<file path="config.mk">
export PLATFORM = sky130hd
export DESIGN_NAME = serial_frame_crc_header_check_flat
export DESIGN_NICKNAME = d
export VERILOG_FILES = /design/src/hdl/sfc_pkg.sv /design/src/hdl/sfc_channels.sv /design/src/hdl/sfc_front.sv /design/src/hdl/sfc_queue.sv /design/src/hdl/sfc_back.sv /design/src/hdl/serial_frame_crc_header_check.sv /design/src/flat_wrapper.sv
export SDC_FILE = /design/constraint.sdc
export NUM_CORES = 1
export LEC_CHECK = 0
export BUFFER_PORTS_ARGS = -buffer_cell sky130_fd_sc_hd__buf_2
export CORE_ASPECT_RATIO = 0.75
export CORE_MARGIN = 2
export CORE_UTILIZATION = 40
export DETAILED_ROUTE_END_ITERATION = 8
export GPL_ROUTABILITY_DRIVEN = 0
export PLACE_DENSITY = 0.56
export SYNTH_ARGS = -nofsm -noshare
export SYNTH_HDL_FRONTEND = slang
export SYNTH_HIERARCHICAL = 1
export SYNTH_SLANG_ARGS = --single-unit
</file>
<file path="constraint.sdc">
create_clock -name clk -period 8.15 [get_ports clk]
set_input_delay 0 -clock clk [delete_from_list [all_inputs] [get_ports clk]]
set_output_delay 0 -clock clk [all_outputs]
set_load 0.05 [all_outputs]
</file>
<file path="src/hdl/sfc_pkg.sv">
// Package of the serial frame CRC and header checker: types, constants, CRC step.
// No dependencies; the front, queue, back, top level and checker import it.
`timescale 1ns / 1ps
`default_nettype none

package sfc_pkg;

    localparam int MAX_PAYLOAD = 1024;
    // position runs up to the capped length plus the trailer
    localparam int POS_W = $clog2(MAX_PAYLOAD + 4);
    localparam int LEN_W = 11;
    localparam int CMP_W = (POS_W > LEN_W) ? POS_W : LEN_W;
    localparam int QUEUE_DEPTH = 2;
    localparam int QPTR_W = (QUEUE_DEPTH > 1) ? $clog2(QUEUE_DEPTH) : 1;
    localparam int QCNT_W = $clog2(QUEUE_DEPTH + 1);

    localparam logic [31:0] CRC_INIT = 32'hFFFF_FFFF;

    // configuration register indexes
    localparam logic [1:0] CFG_PAYLOAD_LEN = 2'd0;
    localparam logic [1:0] CFG_HDR_VALUE = 2'd1;
    localparam logic [1:0] CFG_HEADER_FIRST = 2'd2;
    localparam logic [1:0] CFG_HEADER_END = 2'd3;

    localparam logic [10:0] RST_PAYLOAD_LEN = 11'd64;
    localparam logic [7:0] RST_HDR_VALUE = 8'd0;
    localparam logic [9:0] RST_HEADER_FIRST = 10'd0;
    localparam logic [10:0] RST_HEADER_END = 11'd2;

    // frame status codes
    localparam logic [1:0] ST_GOOD = 2'd0;
    localparam logic [1:0] ST_CRC = 2'd1;
    localparam logic [1:0] ST_HDR = 2'd2;

    // trailer byte index of the last trailer byte
    localparam logic [1:0] TK_LAST = 2'd3;

    typedef struct packed {
        logic [10:0] payload_len;
        logic [7:0]  hdr_value;
        logic [9:0]  header_first;
        logic [10:0] header_end;
    } cfg_t;

    // classified word handed from the front to the back
    typedef struct packed {
        logic [7:0] data;
        logic       is_payload;
        logic       hdr_miss;
        logic [1:0] tk;
    } sfc_item_t;

    // reflected 0xEDB88320 table for one nibble
    localparam logic [31:0] NIB_TABLE [16] = '{
        32'h0000_0000, 32'h1DB7_1064, 32'h3B6E_20C8, 32'h26D9_30AC,
        32'h76DC_4190, 32'h6B6B_51F4, 32'h4DB2_6158, 32'h5005_713C,
        32'hEDB8_8320, 32'hF00F_9344, 32'hD6D6_A3E8, 32'hCB61_B38C,
        32'h9B64_C2B0, 32'h86D3_D2D4, 32'hA00A_E278, 32'hBDBD_F21C
    };

    // two nibble steps, low nibble first, then invert
    function automatic logic [31:0] crc_byte(input logic [31:0] crc, input logic [7:0] b);
        logic [31:0] c1;
        logic [31:0] c2;
        c1 = NIB_TABLE[crc[3:0] ^ b[3:0]] ^ (crc >> 4);
        c2 = NIB_TABLE[c1[3:0] ^ b[7:4]] ^ (c1 >> 4);
        return ~c2;
    endfunction

endpackage

`default_nettype wire

</file>
<file path="src/hdl/sfc_channels.sv">
// Handshake channels of the serial frame checker: received bytes and frame status.
// Depends on nothing.
`timescale 1ns / 1ps
`default_nettype none

interface sfc_rx_if;
    logic       valid;
    logic       ready;
    logic [7:0] rx_byte;

    modport source (output valid, output rx_byte, input ready);
    modport sink (input valid, input rx_byte, output ready);
endinterface

interface sfc_status_if;
    logic        valid;
    logic        ready;
    logic [1:0]  frame_status;
    logic [31:0] computed_crc;

    modport source (output valid, output frame_status, output computed_crc, input ready);
    modport sink (input valid, input frame_status, input computed_crc, output ready);
endinterface

`default_nettype wire

</file>
<file path="src/hdl/sfc_front.sv">
// Front of the frame checker: byte position, payload/trailer split, header compare.
// Depends on sfc_pkg.
`timescale 1ns / 1ps
`default_nettype none

module sfc_front
    import sfc_pkg::*;
(
    input  wire logic      clk,
    input  wire logic      rst_n,
    input  wire cfg_t      cfg,
    input  wire logic      in_valid,
    input  wire logic [7:0] in_byte,
    output logic           in_ready,
    input  wire logic      q_ready,
    output logic           push,
    output sfc_item_t      push_item
);

    logic [POS_W-1:0] pos_reg;
    logic [POS_W-1:0] pos_next;
    logic             run_reg;

    logic [CMP_W-1:0] len_ext;
    logic [CMP_W-1:0] len_cap;
    logic [CMP_W-1:0] pos_ext;
    logic [CMP_W-1:0] diff;
    logic             is_payload;
    logic             hdr_hit;
    logic [1:0]       tk;

    always_comb
    begin
        len_ext = CMP_W'(cfg.payload_len);
        len_cap = (len_ext > CMP_W'(MAX_PAYLOAD)) ? CMP_W'(MAX_PAYLOAD) : len_ext;
        pos_ext = CMP_W'(pos_reg);
        is_payload = pos_ext < len_cap;
        hdr_hit = (pos_ext >= CMP_W'(cfg.header_first)) && (pos_ext < CMP_W'(cfg.header_end));
        diff = pos_ext - len_cap;
        // a shrunk length may leave the position past the trailer: take it as the last byte
        tk = (diff > CMP_W'(TK_LAST)) ? TK_LAST : diff[1:0];
    end

    assign in_ready = run_reg && q_ready;
    assign push = in_valid && in_ready;

    always_comb
    begin
        push_item.data = in_byte;
        push_item.is_payload = is_payload;
        push_item.hdr_miss = is_payload && hdr_hit && (in_byte != cfg.hdr_value);
        push_item.tk = tk;
    end

    always_comb
    begin
        pos_next = pos_reg;
        if (push)
        begin
            if (is_payload || (tk != TK_LAST))
                pos_next = POS_W'(pos_reg + 1'b1);
            else
                pos_next = '0;
        end
    end

    always_ff @(posedge clk or negedge rst_n)
    begin
        if (!rst_n)
        begin
            pos_reg <= '0;
            run_reg <= 1'b0;
        end
        else
        begin
            pos_reg <= pos_next;
            run_reg <= 1'b1;
        end
    end

endmodule

`default_nettype wire

</file>
<file path="src/hdl/sfc_queue.sv">
// Short FIFO of classified words between the front and the back.
// Depends on sfc_pkg.
`timescale 1ns / 1ps
`default_nettype none

module sfc_queue
    import sfc_pkg::*;
(
    input  wire logic      clk,
    input  wire logic      rst_n,
    input  wire logic      push,
    input  wire sfc_item_t push_item,
    output logic           q_ready,
    input  wire logic      pop,
    output logic           head_valid,
    output sfc_item_t      head_item
);

    sfc_item_t         mem_reg [QUEUE_DEPTH];
    logic [QPTR_W-1:0] wr_ptr_reg;
    logic [QPTR_W-1:0] wr_ptr_next;
    logic [QPTR_W-1:0] rd_ptr_reg;
    logic [QPTR_W-1:0] rd_ptr_next;
    logic [QCNT_W-1:0] count_reg;
    logic [QCNT_W-1:0] count_next;

    assign q_ready = count_reg != QCNT_W'(QUEUE_DEPTH);
    assign head_valid = count_reg != '0;
    assign head_item = mem_reg[rd_ptr_reg];

    always_comb
    begin
        wr_ptr_next = wr_ptr_reg;
        rd_ptr_next = rd_ptr_reg;
        count_next = count_reg;
        if (push)
            wr_ptr_next = (wr_ptr_reg == QPTR_W'(QUEUE_DEPTH - 1)) ? '0
                                                                    : QPTR_W'(wr_ptr_reg + 1'b1);
        if (pop)
            rd_ptr_next = (rd_ptr_reg == QPTR_W'(QUEUE_DEPTH - 1)) ? '0
                                                                    : QPTR_W'(rd_ptr_reg + 1'b1);
        if (push && !pop)
            count_next = QCNT_W'(count_reg + 1'b1);
        else if (pop && !push)
            count_next = QCNT_W'(count_reg - 1'b1);
    end

    always_ff @(posedge clk)
    begin
        if (push)
            mem_reg[wr_ptr_reg] <= push_item;
    end

    always_ff @(posedge clk or negedge rst_n)
    begin
        if (!rst_n)
        begin
            wr_ptr_reg <= '0;
            rd_ptr_reg <= '0;
            count_reg <= '0;
        end
        else
        begin
            wr_ptr_reg <= wr_ptr_next;
            rd_ptr_reg <= rd_ptr_next;
            count_reg <= count_next;
        end
    end

endmodule

`default_nettype wire

</file>
<file path="src/hdl/sfc_back.sv">
// Back of the frame checker: CRC update, trailer compare, status output register.
// Depends on sfc_pkg.
`timescale 1ns / 1ps
`default_nettype none

module sfc_back
    import sfc_pkg::*;
(
    input  wire logic      clk,
    input  wire logic      rst_n,
    input  wire logic      head_valid,
    input  wire sfc_item_t head_item,
    output logic           pop,
    output logic           out_valid,
    input  wire logic      out_ready,
    output logic [1:0]     out_status,
    output logic [31:0]    out_crc
);

    logic [31:0] crc_reg;
    logic [31:0] crc_next;
    logic        hdr_good_reg;
    logic        hdr_good_next;
    logic        trl_good_reg;
    logic        trl_good_next;
    logic        out_valid_reg;
    logic        out_valid_next;
    logic [1:0]  out_status_reg;
    logic [31:0] out_crc_reg;

    logic        head_last;
    logic [7:0]  expect_byte;
    logic        trl_ok;
    logic        emit;

    assign head_last = !head_item.is_payload && (head_item.tk == TK_LAST);
    // only the last trailer word waits for the output register
    assign pop = head_valid && (!head_last || !out_valid_reg || out_ready);
    assign emit = pop && head_last;
    assign expect_byte = crc_reg[8*head_item.tk +: 8];
    assign trl_ok = trl_good_reg && (head_item.data == expect_byte);

    always_comb
    begin
        crc_next = crc_reg;
        hdr_good_next = hdr_good_reg;
        trl_good_next = trl_good_reg;
        if (pop)
        begin
            if (head_item.is_payload)
            begin
                crc_next = crc_byte(crc_reg, head_item.data);
                hdr_good_next = hdr_good_reg && !head_item.hdr_miss;
            end
            else if (head_last)
            begin
                crc_next = CRC_INIT;
                hdr_good_next = 1'b1;
                trl_good_next = 1'b1;
            end
            else
            begin
                trl_good_next = trl_ok;
            end
        end
    end

    always_comb
    begin
        out_valid_next = out_valid_reg;
        if (emit)
            out_valid_next = 1'b1;
        else if (out_ready)
            out_valid_next = 1'b0;
    end

    always_ff @(posedge clk)
    begin
        if (emit)
        begin
            out_status_reg <= !trl_ok ? ST_CRC : (!hdr_good_reg ? ST_HDR : ST_GOOD);
            out_crc_reg <= crc_reg;
        end
    end

    always_ff @(posedge clk or negedge rst_n)
    begin
        if (!rst_n)
        begin
            crc_reg <= CRC_INIT;
            hdr_good_reg <= 1'b1;
            trl_good_reg <= 1'b1;
            out_valid_reg <= 1'b0;
        end
        else
        begin
            crc_reg <= crc_next;
            hdr_good_reg <= hdr_good_next;
            trl_good_reg <= trl_good_next;
            out_valid_reg <= out_valid_next;
        end
    end

    assign out_valid = out_valid_reg;
    assign out_status = out_status_reg;
    assign out_crc = out_crc_reg;

endmodule

`default_nettype wire

</file>
<file path="src/hdl/serial_frame_crc_header_check.sv">
// Top level of the serial frame CRC and header checker: config registers and wiring.
// Depends on sfc_pkg, sfc_channels, sfc_front, sfc_queue and sfc_back.
//
//   channel  dir  payload                       handshake
//   rx       in   rx_byte[7:0]                  valid / ready
//   status   out  frame_status[1:0],            valid / ready
//                 computed_crc[31:0]
//   cfg      in   cfg_index[1:0], cfg_data[10:0] cfg_we, no ready
//
// One byte per cycle while the queue has room; the front classifies a word in the
// cycle it is accepted, the back folds it into the CRC after it leaves the queue.
// Status is registered after the last trailer byte has passed through the queue.
// A stalled status holds only the last trailer word; payload words keep flowing
// until the two-entry queue fills. rx ready is low in reset and until run_reg is set.
`timescale 1ns / 1ps
`default_nettype none

module serial_frame_crc_header_check
    import sfc_pkg::*;
(
    input  wire logic        clk,
    input  wire logic        rst_n,
    sfc_rx_if.sink           rx,
    sfc_status_if.source     status,
    input  wire logic        cfg_we,
    input  wire logic [1:0]  cfg_index,
    input  wire logic [10:0] cfg_data
);

    cfg_t      cfg_reg;
    logic      q_ready;
    logic      push;
    sfc_item_t push_item;
    logic      pop;
    logic      head_valid;
    sfc_item_t head_item;

    always_ff @(posedge clk or negedge rst_n)
    begin
        if (!rst_n)
        begin
            cfg_reg.payload_len <= RST_PAYLOAD_LEN;
            cfg_reg.hdr_value <= RST_HDR_VALUE;
            cfg_reg.header_first <= RST_HEADER_FIRST;
            cfg_reg.header_end <= RST_HEADER_END;
        end
        else if (cfg_we)
        begin
            unique case (cfg_index)
                CFG_PAYLOAD_LEN:  cfg_reg.payload_len <= cfg_data;
                CFG_HDR_VALUE:    cfg_reg.hdr_value <= cfg_data[7:0];
                CFG_HEADER_FIRST: cfg_reg.header_first <= cfg_data[9:0];
                CFG_HEADER_END:   cfg_reg.header_end <= cfg_data;
                default:          ;
            endcase
        end
    end

    sfc_front u_front (
        .clk       (clk),
        .rst_n     (rst_n),
        .cfg       (cfg_reg),
        .in_valid  (rx.valid),
        .in_byte   (rx.rx_byte),
        .in_ready  (rx.ready),
        .q_ready   (q_ready),
        .push      (push),
        .push_item (push_item)
    );

    sfc_queue u_queue (
        .clk        (clk),
        .rst_n      (rst_n),
        .push       (push),
        .push_item  (push_item),
        .q_ready    (q_ready),
        .pop        (pop),
        .head_valid (head_valid),
        .head_item  (head_item)
    );

    sfc_back u_back (
        .clk        (clk),
        .rst_n      (rst_n),
        .head_valid (head_valid),
        .head_item  (head_item),
        .pop        (pop),
        .out_valid  (status.valid),
        .out_ready  (status.ready),
        .out_status (status.frame_status),
        .out_crc    (status.computed_crc)
    );

endmodule

`default_nettype wire

</file>
<file path="src/flat_wrapper.sv">
// flat-port wrapper written by rule: the top's interface ports become plain ports
module serial_frame_crc_header_check_flat import sfc_pkg::*;
  (clk, rst_n, cfg_we, cfg_index, cfg_data, rx_valid, rx_rx_byte, rx_ready, status_valid, status_frame_status, status_computed_crc, status_ready);
  sfc_rx_if rx_i ();
  sfc_status_if status_i ();
  input  wire logic clk;
  input  wire logic rst_n;
  input  wire logic cfg_we;
  input  wire logic [1:0] cfg_index;
  input  wire logic [10:0] cfg_data;
  input wire logic [$bits(rx_i.valid)-1:0] rx_valid;
  input wire logic [$bits(rx_i.rx_byte)-1:0] rx_rx_byte;
  output wire logic [$bits(rx_i.ready)-1:0] rx_ready;
  output wire logic [$bits(status_i.valid)-1:0] status_valid;
  output wire logic [$bits(status_i.frame_status)-1:0] status_frame_status;
  output wire logic [$bits(status_i.computed_crc)-1:0] status_computed_crc;
  input wire logic [$bits(status_i.ready)-1:0] status_ready;
  assign rx_i.valid = rx_valid;
  assign rx_i.rx_byte = rx_rx_byte;
  assign rx_ready = rx_i.ready;
  assign status_valid = status_i.valid;
  assign status_frame_status = status_i.frame_status;
  assign status_computed_crc = status_i.computed_crc;
  assign status_i.ready = status_ready;
  serial_frame_crc_header_check u_core (.clk(clk), .rst_n(rst_n), .rx(rx_i), .status(status_i), .cfg_we(cfg_we), .cfg_index(cfg_index), .cfg_data(cfg_data));
endmodule
</file>
==> results.ini, run 1 <==
[logic_synthesis]
synth.yosys.seq_area_share_pct = 50.0
ys_types = 65
ys_ff_latch = 149
syn-num-nets = 696
netlist_instances = 636
synth_area_sq_um = 8130
yosys_warnings = 6
async_flop_share_pct = 61.1
syn_area_per_cell_sq_um = 12.8
synth-edff-count = 58
synth_ff_type = edfxtp_1

[die]
dieArea_sq_um = 21500
std_cell_rows = 45
top_level_ports = 62
initial_core_util_pct = 40.4
core_sq_um = 20100
die_w_um = 169
die_h_um = 127

[timing]
slew_headroom_pct = 20.2
hold_violations = 0
period_share_pct = 41.1
max_clock_freq_mhz = 298
rsz0062_at_grt = no
fin_tns_setup_ns = 0
tightest_slew_ns = 1.19
layout_min_cycle_time_ns = 3.35
fin_skew_ns = 0.00738
final-setup-viol-count = 0
drv_slew = 0

[route]
wire_per_inst_um = 18.9
drtIter0Drc = 396
via_count = 5158
routed_wl_um = 18700
post-route-drc-count = 0
first_pass_iters = 6
ant_nets = 0
viasPerCell = 5.23

[clock_network]
cts_made_buffers = 17
htree_levels = 4
clk_pin_slew_ns = 0.06
clk_path_buf_depth = 2
worstSkewPairLatency_ns = 0.42
hold_buffers = 20
cts_setup_buffers = 0
cts_root_buffer = clkbuf_16
cts.sink_count = 149
cts_tree = done
ctsResizeCount = 0

[layout]
final_cell_area_sq_um = 9490
mostFrequentLayoutCells = buf_2, xnor2_1, edfxtp_1, dfrtp_1, nor2_1
multiInputGateArea_sq_um = 3790
syn_to_final_growth_pct = 16.8
largest_reg_flops = 40
n_antenna_cell = 0
stdcell_count = 987
nNetsFinal = 776
final_common_cell = buf_2
n_fill_cell = 1780
drive_above_1_share_pct = 30.0
seq_area_sq_um = 4060

[worst_setup_path]
critPathMaxStageDelay_ns = 0.92
slowest_stage = nor3_2
crit_type = register to register
cp-end-kind = register
cp_max_fo = 22
crit_chain = mux2_2 > nand2_1 > o31ai_1 > nor3_2 > buf_4
worstPathRequired_ns = 8.25
crit_path_start_kind = register
arrival_ns = 3.46

[power_and_ir_drop]
peakVddDrop_v = 0.000226
p_per_area_nw_per_um2 = 489
p_leak_nw = 3.92

[placement]
dp_hpwl_um = 13700
placed_cells = 935
place.port_buffers = 61
post_dp_cell_area_sq_um = 8630

[run_status]
outcome = finished clean

[grt]
grt_remaining_overflow = 0
grt_most_used_layer = met1
grt_pass1_wl_um = 29300
grt_pass1_vias = 5140
grtUsageMet3_pct = 3.78
grt_max_degree = 56
grt_usage_pct = 18.1
met2_usage_pct = 25.6
antenna_found_initial = 0
grt.met1_usage_pct = 28.1

[worst_hold_path]
min_path_type = input pin to register

[job]
max-cap-violations = 0

==> synth_stat cells, drive strengths merged (3+ instances only) <==
library cell  count  area (sq um)
clkbuf            6          22.5
mux4              7           158
nand3             9          50.1
xnor2            75           867
mux2             52           657
o211ai            5          37.5
and2              5          31.3
nor2b             7          43.8
o21a              7          52.6
nand4             6          37.5
o22a              7          61.3
inv              32           120
buf              17           131
nand2b            4          25.0
nand3b            4          33.8
and3              3          18.8
dfstp            36           946
a21o              5          37.5
nor3              4          20.0
ha               33           413
xor2             27           270
nor2             52           195
o21ai             5          25.0
a21oi            31           155
nand2            29           109
or2               4          25.0
or3               5          36.3
edfxtp           58          1740
a31oi            14          87.6
dfrtp            55          1380
a2111oi           5          62.6
==> layout make-up <==
cell class,count,share of cell area (%)
Clock buffer,18,4.52
Clock inverter,14,2.44
Inverter,33,1.31
Multi-Input combinational cell,431,39.9
Sequential cell,149,42.8
Tap cell,258,3.40
Timing Repair Buffer,84,5.59
==> per-layer routing <==
| metal | vias to the layer above | part of all wire [%] |
|---|---|---|
| met4 | 0 | 0.89 |
| met1 | 2598 | 53 |
| met5 | - | 0 |
| met3 | 15 | 4.2 |
| li1 | 2420 | - |
| met2 | 125 | 42 |
==> kinds of logic (layout without fill, tap and decap cells) <==
logic type / Yosys count / count (layout) / share of synthesized area [%]
flops: 149 / 149 / 50.0
simple gates: 136 / 136 / 8.30
xor+xnor: 103 / 103 / 14.3
compound gates: 96 / 96 / 8.35
mux: 61 / 61 / 10.3
buf+inv: 56 / 149 / 3.42
fa+ha+maj: 34 / 34 / 5.33
other cells: 1 / 1 / 0.0462
==> final timing paths <==
path | startpoint | end | slack, ns | depth (start not counted)
max in group asynchronous | rst_n | u_core/cfg_reg[11] | 6.92 | 3
min in group asynchronous | rst_n | u_core/cfg_reg[37] | 0.09 | 2
worst min-delay path | rx_valid | u_core/u_front/pos_ext[1] | 0.05 | 4
worst max register to register | u_core/u_queue/rd_ptr_reg | u_core/u_back/out_crc[29] | 4.80 | 5
worst min register to register | u_core/u_queue/wr_ptr_reg | u_core/u_queue/wr_ptr_reg | 0.48 | 1
worst max-delay path | u_core/u_queue/rd_ptr_reg | u_core/u_back/out_crc[29] | 4.80 | 5
==> worst max-delay path, delay by kind of cell, from the launching register on <==
kind                   cells  cell delay [ns]
buffers and inverters      1             0.44
and+or+nand+nor            2             1.12
DFF                        1             0.77
muxes                      1             0.56
AOI/OAI and AO/OA          1             0.14
==> metrics by stage <==
step,hold slack (ns),power [mW],setup slack [ns],utilization (%)
floorplan,-0.296,3.24,3.98,-
global placement,0.00315,3.68,4.91,42.9
detailed placement,0.00850,3.72,4.77,42.9
CTS,0.0405,4.65,4.76,47.2
global route,0.0862,4.92,4.56,47.2
finish,0.0540,4.64,4.80,47.2
==> where the power goes <==
| group | internal (mW) | switching [mW] | leakage (nW) |
|---|---|---|---|
| clock | 0.573 | 0.313 | 0.320 |
| sequential | 1.11 | 0.214 | 1.55 |
| combinational | 1.10 | 1.33 | 2.05 |
Power figures use the tool's default switching activity.
==> inputs of run 2 (changes only) <==
==> constraint.sdc (replaced) <==
create_clock -name clk -period 3.3 [get_ports clk]
set_input_delay 0 -clock clk [delete_from_list [all_inputs] [get_ports clk]]
set_output_delay 0 -clock clk [all_outputs]
set_load 0.05 [all_outputs]
==> run 2 against run 1 <==
Against the previous run:
- clock power is 140% higher
- final cell count is 1.1% higher
- sequential power is 140% higher
==> results.ini, run 2 (same netlist as run 1, synthesis figures left out) <==
[grt]
antenna_found_initial = 0
grt_max_degree = 75
grt_pass1_wl_um = 30300
grt_remaining_overflow = 0
grt_usage_pct = 18.7
grt_pass1_vias = 5307

[worst_hold_path]
hp-start = rx_valid
min_path_type = input pin to register
hold_end = u_core/u_front/pos_ext[1]
min_path_cells = 4

[clock_network]
cts_root_buffer = clkbuf_16
cts_tree = done
cts_made_buffers = 17
clk_path_buf_depth = 2
worstSkewPairLatency_ns = 0.43
cts.sink_count = 149
cts_setup_buffers = 0
htree_levels = 4
clk_pin_slew_ns = 0.06

[worst_setup_path]
cp_top_family = compound AO/OA/AOI/OAI gates
arrival_ns = 3.28
crit_chain = nor2b_1 > ha_1 > inv_1 > fa_1 > a21oi_1 > o21bai_1 > a221oi_1 > o22a_1 > o311a_1 > nand2_1 > or2_2
crit_path_start_kind = register
rr_startpoint = u_core/cfg_reg[39]
crit_type = register to register
slowest_stage = dfrtp_1
worstPathRequired_ns = 3.47
critPathMaxStageDelay_ns = 0.42
reg2reg_slack_ns = 0.18
cp.buffers_inverters = 1
ff2ff_path_depth = 11
cp-end-kind = register
regToRegEndpoint = u_core/u_queue/mem_reg[0][1]
cp_max_fo = 4

[route]
post-route-drc-count = 0
ant_nets = 0
wire_per_inst_um = 19.1
drtIter0Drc = 391
via_count = 5266
routed_wl_um = 19100
first_pass_iters = 5
viasPerCell = 5.28

[layout]
n_fill_cell = 1787
n_antenna_cell = 0
nNetsFinal = 787
final_common_cell = buf_2
largest_reg_flops = 40
mostFrequentLayoutCells = buf_2, xnor2_1, edfxtp_1, dfrtp_1, nor2_1
syn_to_final_growth_pct = 17.7
drive_above_1_share_pct = 31.4

[timing]
final-setup-viol-count = 0
layout_min_cycle_time_ns = 3.12
drv_slew = 0
period_share_pct = 94.4
slew_headroom_pct = 35.0
tightest_slew_ns = 0.975
max_clock_freq_mhz = 321
fin_hold_ws_ns = 0.0288
rsz0062_at_grt = no
fin_tns_setup_ns = 0
hold_violations = 0
fin_skew_ns = 0.00820
finalWorstSetupSlack_ns = 0.185

[run_status]
outcome = finished clean

[placement]
pre_cts_ws_ns = 0.227
place.port_buffers = 61
dp_hpwl_um = 13700

[die]
die_h_um = 127
initial_core_util_pct = 40.4
top_level_ports = 62
die_w_um = 169
std_cell_rows = 45
core_sq_um = 20100
dieArea_sq_um = 21500

[power_and_ir_drop]
p_per_area_nw_per_um2 = 1190
p_leak_nw = 3.97
peakVddDrop_v = 0.000570

[job]
max-cap-violations = 0

-- run 2: how the worst max path moves through the flow --
stage | from | to | slack (ns) | cells after the start
2_1_floorplan | u_core/u_queue/rd_ptr_reg | u_core/u_back/out_crc[0] | 0.18 | 6
3_5_place_dp | u_core/cfg_reg[39] | u_core/u_front/pos_ext[5] | 0.23 | 10
4_1_cts | u_core/cfg_reg[39] | u_core/u_front/pos_ext[10] | 0.22 | 10
6_report | u_core/cfg_reg[39] | u_core/u_queue/mem_reg[0][1] | 0.18 | 11
5_1_grt | u_core/cfg_reg[39] | u_core/u_queue/mem_reg[0][1] | 0.04 | 9
3_3_place_gp | u_core/cfg_reg[39] | u_core/u_front/pos_ext[5] | 0.32 | 10
-- run 2: area by class of cell --
type                    count  area (sq um)  share of cell area (%)
multi-input cells         431          3800                    39.7
clock buffers              20           467                    4.88
inverters                  33           128                    1.33
well taps                 258           323                    3.37
repair buffers             95           616                    6.43
clock inverters            12           174                    1.82
flip-flops and latches    149          4060                    42.5
-- run 2: per-stage QoR --
step           power, mW  std cells  utilization [%]  cell area, sq um
2_1_floorplan       8.01        636                -              8130
3_3_place_gp        9.09        945             43.3              8710
3_5_place_dp        9.20        945             43.3              8710
4_1_cts             11.4        998             47.6              9560
5_1_grt             12.1        998             47.6              9570
6_report            11.3        998             47.6              9570
-- run 2: per-layer routing --
layer,up-vias,track usage (%),share of wire (%)
met5,-,0,0
met4,0,6.03,1.3
met3,20,3.66,4.5
met2,142,26.6,43
met1,2650,28.6,51
li1,2454,-,-
-- run 2: timing repair --
| action | in CTS | in global routing |
|---|---|---|
| resized for setup | 0 | 2 |
| setup endpoints to repair | 0 | 9 |
| hold buffers | 21 | 0 |
| hold endpoints to repair | 112 | 0 |
-- run 2: where the power goes --
| part | switching (mW) | internal (mW) | leakage [nW] |
|---|---|---|---|
| sequential | 0.490 | 2.74 | 1.55 |
| combinational | 3.28 | 2.74 | 2.10 |
| clock | 0.769 | 1.33 | 0.318 |
| total | 4.54 | 6.81 | 3.97 |
-- run 2: worst register-to-register path: stages, from the launching register on --
cell and delay (ns):
dfrtp_1 0.42, nor2b_1 0.13, ha_1 0.21, inv_1 0.07, fa_1 0.40, a21oi_1 0.32, o21bai_1 0.19, a221oi_1 0.29
o22a_1 0.20, o311a_1 0.27, nand2_1 0.09, or2_2 0.29
